File: src/hdl/assert_macros.svh
// assertion macros used by the top level rtl file
`ifndef ASSERT_MACROS_SVH
`define ASSERT_MACROS_SVH

// property must hold at every clock edge outside reset
`define ASSERT_PROP(lbl, clk, rst_n, prop, msg) \
	lbl: assert property (@(posedge clk) disable iff (!rst_n) prop) else $error(msg);

// expression must never be true at a clock edge outside reset
`define ASSERT_NEVER(lbl, clk, rst_n, expr, msg) \
	lbl: assert property (@(posedge clk) disable iff (!rst_n) !(expr)) else $error(msg);

`endif

File: src/hdl/asc_pkg.sv
// types and constants of the aging slot cache
package asc_pkg;

	localparam int IDX_W   = 5;
	localparam int ID_W    = 16;
	localparam int SCORE_W = 16;
	localparam int FRM_W   = 8;
	localparam int CFG_IDX_W  = 2;
	localparam int CFG_DATA_W = 16;
	localparam int MASK_W  = 32;

	typedef logic [IDX_W-1:0] slot_idx_t;

	localparam logic [CFG_IDX_W-1:0] REG_SCORE_ON_USE = 2'd0;
	localparam logic [CFG_IDX_W-1:0] REG_SCAN_START   = 2'd1;

	typedef enum logic [2:0] {
		ST_HIT         = 3'd0,
		ST_LOADED      = 3'd1,
		ST_EVICTED     = 3'd2,
		ST_BUSY        = 3'd3,
		ST_LOAD_FAIL   = 3'd4,
		ST_UNLOCKED    = 3'd5,
		ST_RELOAD_FAIL = 3'd6,
		ST_TICK_DONE   = 3'd7
	} status_t;

	// search record handed from cell to cell
	typedef struct packed {
		logic                act;
		logic                hit;
		slot_idx_t           hit_idx;
		logic                free;
		slot_idx_t           free_idx;
		logic [SCORE_W-1:0]  best;
		slot_idx_t           victim;
	} scan_rec_t;

	// command broadcast from the controller to all cells
	typedef struct packed {
		logic                tick;
		logic [FRM_W-1:0]    frames;
		logic                we;
		slot_idx_t           idx;
		logic                valid_val;
		logic                id_en;
		logic                score_en;
		logic [ID_W-1:0]     id;
		logic [SCORE_W-1:0]  score;
	} slot_cmd_t;

endpackage

File: src/hdl/asc_cell.sv
// one slot of the cache: state, aging and one step of the search chain
module asc_cell import asc_pkg::*; #(
	parameter int INDEX = 0
) (
	input  logic      clk,
	input  logic      arst_n,
	input  slot_cmd_t cmd,
	input  scan_rec_t rec_in,
	output scan_rec_t rec_out,
	output logic      freed
);

	localparam slot_idx_t MY_IDX = slot_idx_t'(INDEX);

	logic                valid_q;
	logic [ID_W-1:0]     id_q;
	logic [SCORE_W-1:0]  score_q;
	scan_rec_t           rec_q;
	scan_rec_t           rec_nxt;
	logic [SCORE_W:0]    aged;
	logic                nonpos;
	logic                my_wr;

	// full precision difference so it cannot wrap
	assign aged   = {score_q[SCORE_W-1], score_q} - {{(SCORE_W+1-FRM_W){1'b0}}, cmd.frames};
	assign nonpos = aged[SCORE_W] || (aged == '0);
	assign freed  = cmd.tick && (id_q != '0) && nonpos;
	assign my_wr  = cmd.we && (cmd.idx == MY_IDX);

	always_comb begin
		rec_nxt = rec_in;
		if (!rec_in.hit && valid_q && (id_q == cmd.id)) begin
			rec_nxt.hit     = 1'b1;
			rec_nxt.hit_idx = MY_IDX;
		end
		if (!rec_in.free && !valid_q) begin
			rec_nxt.free     = 1'b1;
			rec_nxt.free_idx = MY_IDX;
		end
		if ($signed(score_q) < $signed(rec_in.best)) begin
			rec_nxt.best   = score_q;
			rec_nxt.victim = MY_IDX;
		end
	end

	always_ff @(posedge clk or negedge arst_n) begin
		if (!arst_n) begin
			valid_q <= 1'b0;
			id_q    <= '0;
			score_q <= '0;
		end else if (cmd.tick) begin
			if (id_q != '0) begin
				if (nonpos) begin
					valid_q <= 1'b0;
					id_q    <= '0;
					score_q <= '0;
				end else begin
					score_q <= aged[SCORE_W-1:0];
				end
			end
		end else if (my_wr) begin
			valid_q <= cmd.valid_val;
			if (cmd.id_en) begin
				id_q <= cmd.id;
			end
			if (cmd.score_en) begin
				score_q <= cmd.score;
			end
		end
	end

	always_ff @(posedge clk or negedge arst_n) begin
		if (!arst_n) begin
			rec_q <= '0;
		end else if (rec_in.act) begin
			rec_q <= rec_nxt;
		end else begin
			rec_q.act <= 1'b0;
		end
	end

	assign rec_out = rec_q;

endmodule

File: config.mk
export PLATFORM = sky130hd
export DESIGN_NAME = asc_cell
export DESIGN_NICKNAME = d
export VERILOG_FILES = /design/src/hdl/assert_macros.svh /design/src/hdl/asc_pkg.sv /design/src/hdl/asc_cell.sv
export SDC_FILE = /design/constraint.sdc
export NUM_CORES = 1
export LEC_CHECK = 0
export BUFFER_PORTS_ARGS = -buffer_cell sky130_fd_sc_hd__buf_4
export CAP_MARGIN = 10
export CORE_MARGIN = 10
export CORE_UTILIZATION = 54
export CTS_BUF_LIST = sky130_fd_sc_hd__clkbuf_8
export CTS_CLUSTER_SIZE = 24
export DETAILED_ROUTE_END_ITERATION = 12
export PLACE_DENSITY = 0.88
export SETUP_SLACK_MARGIN = 0.05
export SYNTH_ARGS = -nofsm -noshare
export SYNTH_HDL_FRONTEND = slang
export SYNTH_SLANG_ARGS = --single-unit
File: constraint.sdc
create_clock -name clk -period 4.35 [get_ports clk]
set_clock_uncertainty 0.2 [all_clocks]
set_input_delay 0.435 -clock clk [delete_from_list [all_inputs] [get_ports clk]]
set_output_delay 0.435 -clock clk [all_outputs]
set_load 0.05 [all_outputs]
==> results by stage <==
Floorplanning:
- For this configuration, the core starts out at a cell density of between 50% and 60%.
- The total area inside the core boundary comes to around 7600 sq um.
- The top-level I/O count is ~120.
- The initialized floorplan defines 32 standard-cell rows.
- The horizontal extent of the die is ~110 microns.
- The die covers between 10,000 and 15,000 sq um.
- From bottom edge to top edge, the die measures between 100 and 150 microns.

Place:
- The HPWL after detailed placement is 9660 microns.
- The congestion estimate from routability-driven global placement came to between 0.8 and 0.9.
- OpenSTA, run right after detailed placement, puts the worst setup slack at ~0.68 ns.
- In this run the tool buffered the top-level ports with 120 buffer cells.
- The placed instance area is around 5100 sq um.

Critical path:
- The worst setup slack for register-to-register paths is roughly 0.7 ns.
- The type of the worst setup path is flip-flop to output pin.
- In this run the critical register-to-register path is captured at id_q[11].
- The largest fanout on the critical path is 6.
- Counting cells, the worst reg-to-reg path comes to 11.
- Data arrives at the worst endpoint at 3.32 ns.
- The critical path starts at score_q[0].
- The worst setup path is launched from a flip-flop.
- STA classifies the critical path endpoint as an output pin.
- At the worst endpoint, the required time is ~3.7 ns.
- In this run the critical register-to-register path is launched from score_q[0].

Layout:
- The fraction of layout instances using a drive strength above 1 is a little over a quarter.
- The antenna diode count is 0.
- From synthesis to final layout, the design area changed by 27.7%.
- Cells fill between 70% and 80% of the core in the end.
- For this run, the post-layout net count is 655.
- The final design area excluding fillers is 5360 sq um.

Logic synthesis:
- For this run, the number of Yosys warnings is 0.
- The number of distinct library cell variants in the gate-level netlist after synthesis is 57.
- The mean post-synth cell area is 9.71 sq um.
- Among all flip-flop cells after synthesis, the most frequent one is sky130_fd_sc_hd__dfrtp_1.
- For this run, the register share of the synthesized area comes to ~40%.
- The mapped cell area is roughly 4200 sq um.
- For this run, asynchronously set or reset flops after synthesis account for 100%.
- When the netlist entered floorplanning its net count stood at approximately 540.
- The number of instances in the synthesized netlist is roughly 430.
- Synthesis inferred 67 register bits.
- The number of flops mapped to enable cells by yosys is 0.

Drt:
- Dividing the detail-routed wire length by the instance count gives approximately 19 microns.
- The DRC violation total after the first TritonRoute iteration is ~300.
- The mean number of vias per cell is around 6.0.
- The detailed-router iteration count before antenna repair is 5.
- Across all layers, the routed design uses 3,916 vias.
- The total wire length is around 12,000 microns.
- The count of unresolved DRC violations after routing is 0.
- The number of routed nets with antenna violations is 0.

Outcome:
- The run finished, with violations left.
- The final reports fail on negative hold slack.

CTS:
- Clock-pin slew was measured on the worst setup and hold paths at 0.08 ns.
- The tree built by TritonCTS fans out to 67 sinks.
- The number of clock buffers added by TritonCTS is 9.
- The cell at the root of the clock tree is sky130_fd_sc_hd__clkbuf_8.
- The TritonCTS clock tree is built.
- The total number of H-tree levels is 3.
- Hold repair after CTS inserted 0 buffers.
- The buffer count from post-CTS setup fixing is 0.
- The clock reaches the later pin of the worst-skew pair after ~0.34 ns.
- Counting along the longest clock path gives a buffer depth of 2.
- The number of gates resized after CTS is 0.

STA:
- Setup slack closes at approximately 0.40 ns.
- The fmax is approximately 250 MHz.
- Dividing the final minimum period by the clock period gives between 90% and 100%.
- For the pin with the worst max-slew slack, the measured transition is approximately 0.96 ns.
- Headroom to the max-slew limit came out at ~36%.
- On the final layout, the worst hold slack is -0.0161 ns.
- The final hold violation count was 9.
- The accumulated negative setup slack is 0 ns.
- Setup violations remaining at the end of the flow were counted as 0.
- The post-layout minimum cycle time is 3.95 ns.
- The number of max-slew violations in the final report was 0.
- Setup repair after global routing left no endpoint under its margin.

Pwr:
- The switching power as a share of total power is approximately 47%.
- The design internal power is 1.86 mW.
- IR analysis of the VDD net gives a maximum drop of 0.000326 V.
- Dividing total power by cell area gives a power density of roughly 650 nW/um^2.
- The analysis attributes to net switching a power of 1.64 mW.
- The clock network power share is approximately 17%.
- Sequential cells account for between 20% and 30% of the total power.
- In this run the static leakage power is about 2.7 nW.
- The share of total power in combinational logic is 54.1%.

GRT:
- The global-route usage over all layers is between 20% and 30%.
- The pin count of the biggest net entering global routing is ~70.
- The initial antenna violation count is 0.
- The number of global-route vias before repair is 3,851.
- After global routing the overflow that remains totals 0.
- The first global-routing pass estimated 19,700 microns of wire.

Flow run:
- The tool flagged a number of max-cap violations equal to 0.

Worst hold path:
- The path class of the tightest hold or removal check is input port to asynchronous set/reset pin.
worst max-delay path by stage:
stage | end | slack [ns] | cells after the start
after floorplan | freed | 0.92 | 9
after global placement | freed | 0.70 | 11
after detailed placement | freed | 0.68 | 11
after CTS | freed | 0.40 | 11
after global routing | freed | 0.20 | 11
final | freed | 0.40 | 11
metrics by stage:
step	cells	power (mW)
6_report	652	3.50
5_1_grt	652	3.72
2_1_floorplan	432	2.37
3_3_place_gp	636	2.85
4_1_cts	652	3.49
3_5_place_dp	636	2.90
state kept, by name, indices dropped and copies added (netlist names):
| name | flops |
|---|---|
| rec_out | 34 |
| id_q | 16 |
| score_q | 16 |
| valid_q | 1 |
layout by cell type (no fill, tap or decap), types with 3 or more instances in the layout:
master	instances
sky130_fd_sc_hd__a221o_1	18
sky130_fd_sc_hd__nor2_1	24
sky130_fd_sc_hd__o2bb2ai_1	6
sky130_fd_sc_hd__a31oi_1	3
sky130_fd_sc_hd__nand2_1	26
sky130_fd_sc_hd__buf_4	121
sky130_fd_sc_hd__or3_1	4
sky130_fd_sc_hd__a21o_1	6
sky130_fd_sc_hd__nor3_1	6
sky130_fd_sc_hd__nor2b_1	4
sky130_fd_sc_hd__xnor2_1	16
sky130_fd_sc_hd__a22o_1	29
sky130_fd_sc_hd__nand4_1	6
sky130_fd_sc_hd__and2_1	4
sky130_fd_sc_hd__nand2b_1	4
sky130_fd_sc_hd__o21ai_1	5
sky130_fd_sc_hd__dfrtp_1	67
sky130_fd_sc_hd__o21a_1	4
sky130_fd_sc_hd__nand3_1	6
sky130_fd_sc_hd__a21oi_1	26
sky130_fd_sc_hd__and3_1	11
sky130_fd_sc_hd__o21ai_0	17
sky130_fd_sc_hd__mux2i_1	10
sky130_fd_sc_hd__xor2_1	7
sky130_fd_sc_hd__inv_1	39
sky130_fd_sc_hd__ha_1	23
sky130_fd_sc_hd__clkbuf_8	10
sky130_fd_sc_hd__nor4_1	5
worst max-delay path, cell delays in order, from the launching register on:
cell and delay [ns]:
sky130_fd_sc_hd__dfrtp_1 0.39, sky130_fd_sc_hd__inv_1 0.08, sky130_fd_sc_hd__ha_1 0.22, sky130_fd_sc_hd__fa_1 0.40, sky130_fd_sc_hd__nand2b_1 0.18, sky130_fd_sc_hd__a211oi_1 0.27, sky130_fd_sc_hd__o21ai_1 0.23, sky130_fd_sc_hd__xor2_1 0.20
sky130_fd_sc_hd__a221o_1 0.35, sky130_fd_sc_hd__o21ai_2 0.24, sky130_fd_sc_hd__and2_1 0.20, sky130_fd_sc_hd__buf_4 0.21
final cells by class:
| type | instances | area [sq um] |
|---|---|---|
| Tap cell | 102 | 128 |
| Inverter | 39 | 146 |
| Fill cell | 598 | 2290 |
| Clock inverter | 6 | 88.8 |
| Sequential cell | 67 | 1680 |
| Multi-Input combinational cell | 307 | 2270 |
| Timing Repair Buffer | 121 | 908 |
| Clock buffer | 10 | 138 |
Yosys cell counts, types with 2 or more instances:
cell type	n	share of area [%]
sky130_fd_sc_hd__nor2_1	24	2.1
sky130_fd_sc_hd__and3_1	11	1.6
sky130_fd_sc_hd__nor3b_1	2	0.36
sky130_fd_sc_hd__mux2i_1	10	2.4
sky130_fd_sc_hd__dfrtp_1	67	40
sky130_fd_sc_hd__a31oi_1	3	0.45
sky130_fd_sc_hd__ha_1	23	6.9
sky130_fd_sc_hd__o21a_1	4	0.72
sky130_fd_sc_hd__o32ai_1	2	0.42
sky130_fd_sc_hd__a22o_1	29	6.1
sky130_fd_sc_hd__nor4_1	5	0.75
sky130_fd_sc_hd__inv_1	39	3.5
sky130_fd_sc_hd__nor3_1	6	0.72
sky130_fd_sc_hd__a21oi_1	26	3.1
sky130_fd_sc_hd__nand3_1	6	0.72
sky130_fd_sc_hd__clkbuf_1	14	1.3
sky130_fd_sc_hd__o2111ai_1	2	0.42
sky130_fd_sc_hd__and2_1	4	0.60
sky130_fd_sc_hd__o21ai_1	5	0.60
sky130_fd_sc_hd__o2bb2ai_1	6	1.3
sky130_fd_sc_hd__o21ai_0	17	2.0
sky130_fd_sc_hd__a21o_1	6	1.1
sky130_fd_sc_hd__o31ai_1	2	0.36
sky130_fd_sc_hd__or3_1	4	0.60
sky130_fd_sc_hd__o221a_1	2	0.54
sky130_fd_sc_hd__o211ai_1	2	0.36
sky130_fd_sc_hd__a211oi_1	2	0.36
sky130_fd_sc_hd__nand4_1	6	0.89
sky130_fd_sc_hd__xnor2_1	16	3.3
sky130_fd_sc_hd__a221o_1	18	4.3
sky130_fd_sc_hd__nor4b_1	2	0.42
sky130_fd_sc_hd__buf_6	4	1.1
sky130_fd_sc_hd__nor2b_1	4	0.60
sky130_fd_sc_hd__a21oi_2	2	0.42
sky130_fd_sc_hd__xor2_1	7	1.5
sky130_fd_sc_hd__nand2b_1	4	0.60
sky130_fd_sc_hd__nand2_1	26	2.3
metal layers:
metal	share of wire, %	track usage [%]
met1	41	26.8
met2	49	34.0
met3	7.6	4.34
met4	1.9	6.77
met5	0	0
power by group through the flow:
stage | Combinational, mW | Sequential (mW) | Clock, mW
3_5_place_dp | 1.87 | 1.02 | 0
6_report | 1.89 | 1.02 | 0.586
2_1_floorplan | 1.10 | 1.27 | 0
5_1_grt | 2.06 | 1.04 | 0.616
4_1_cts | 1.89 | 1.01 | 0.590
3_3_place_gp | 1.84 | 1.02 | 0
kinds of logic after synthesis:
group                      after synthesis  synth area share (%)
buffers and inverters                   58                  5.90
muxes                                   11                  2.65
AOI/OAI and AO/OA                      140                  25.8
and+or+nand+nor                        109                  13.5
xor gates and xnor gates                23                  4.80
adders and majority gates               24                  7.34
DFF                                     67                  40.0
Power figures use the tool's default switching activity.
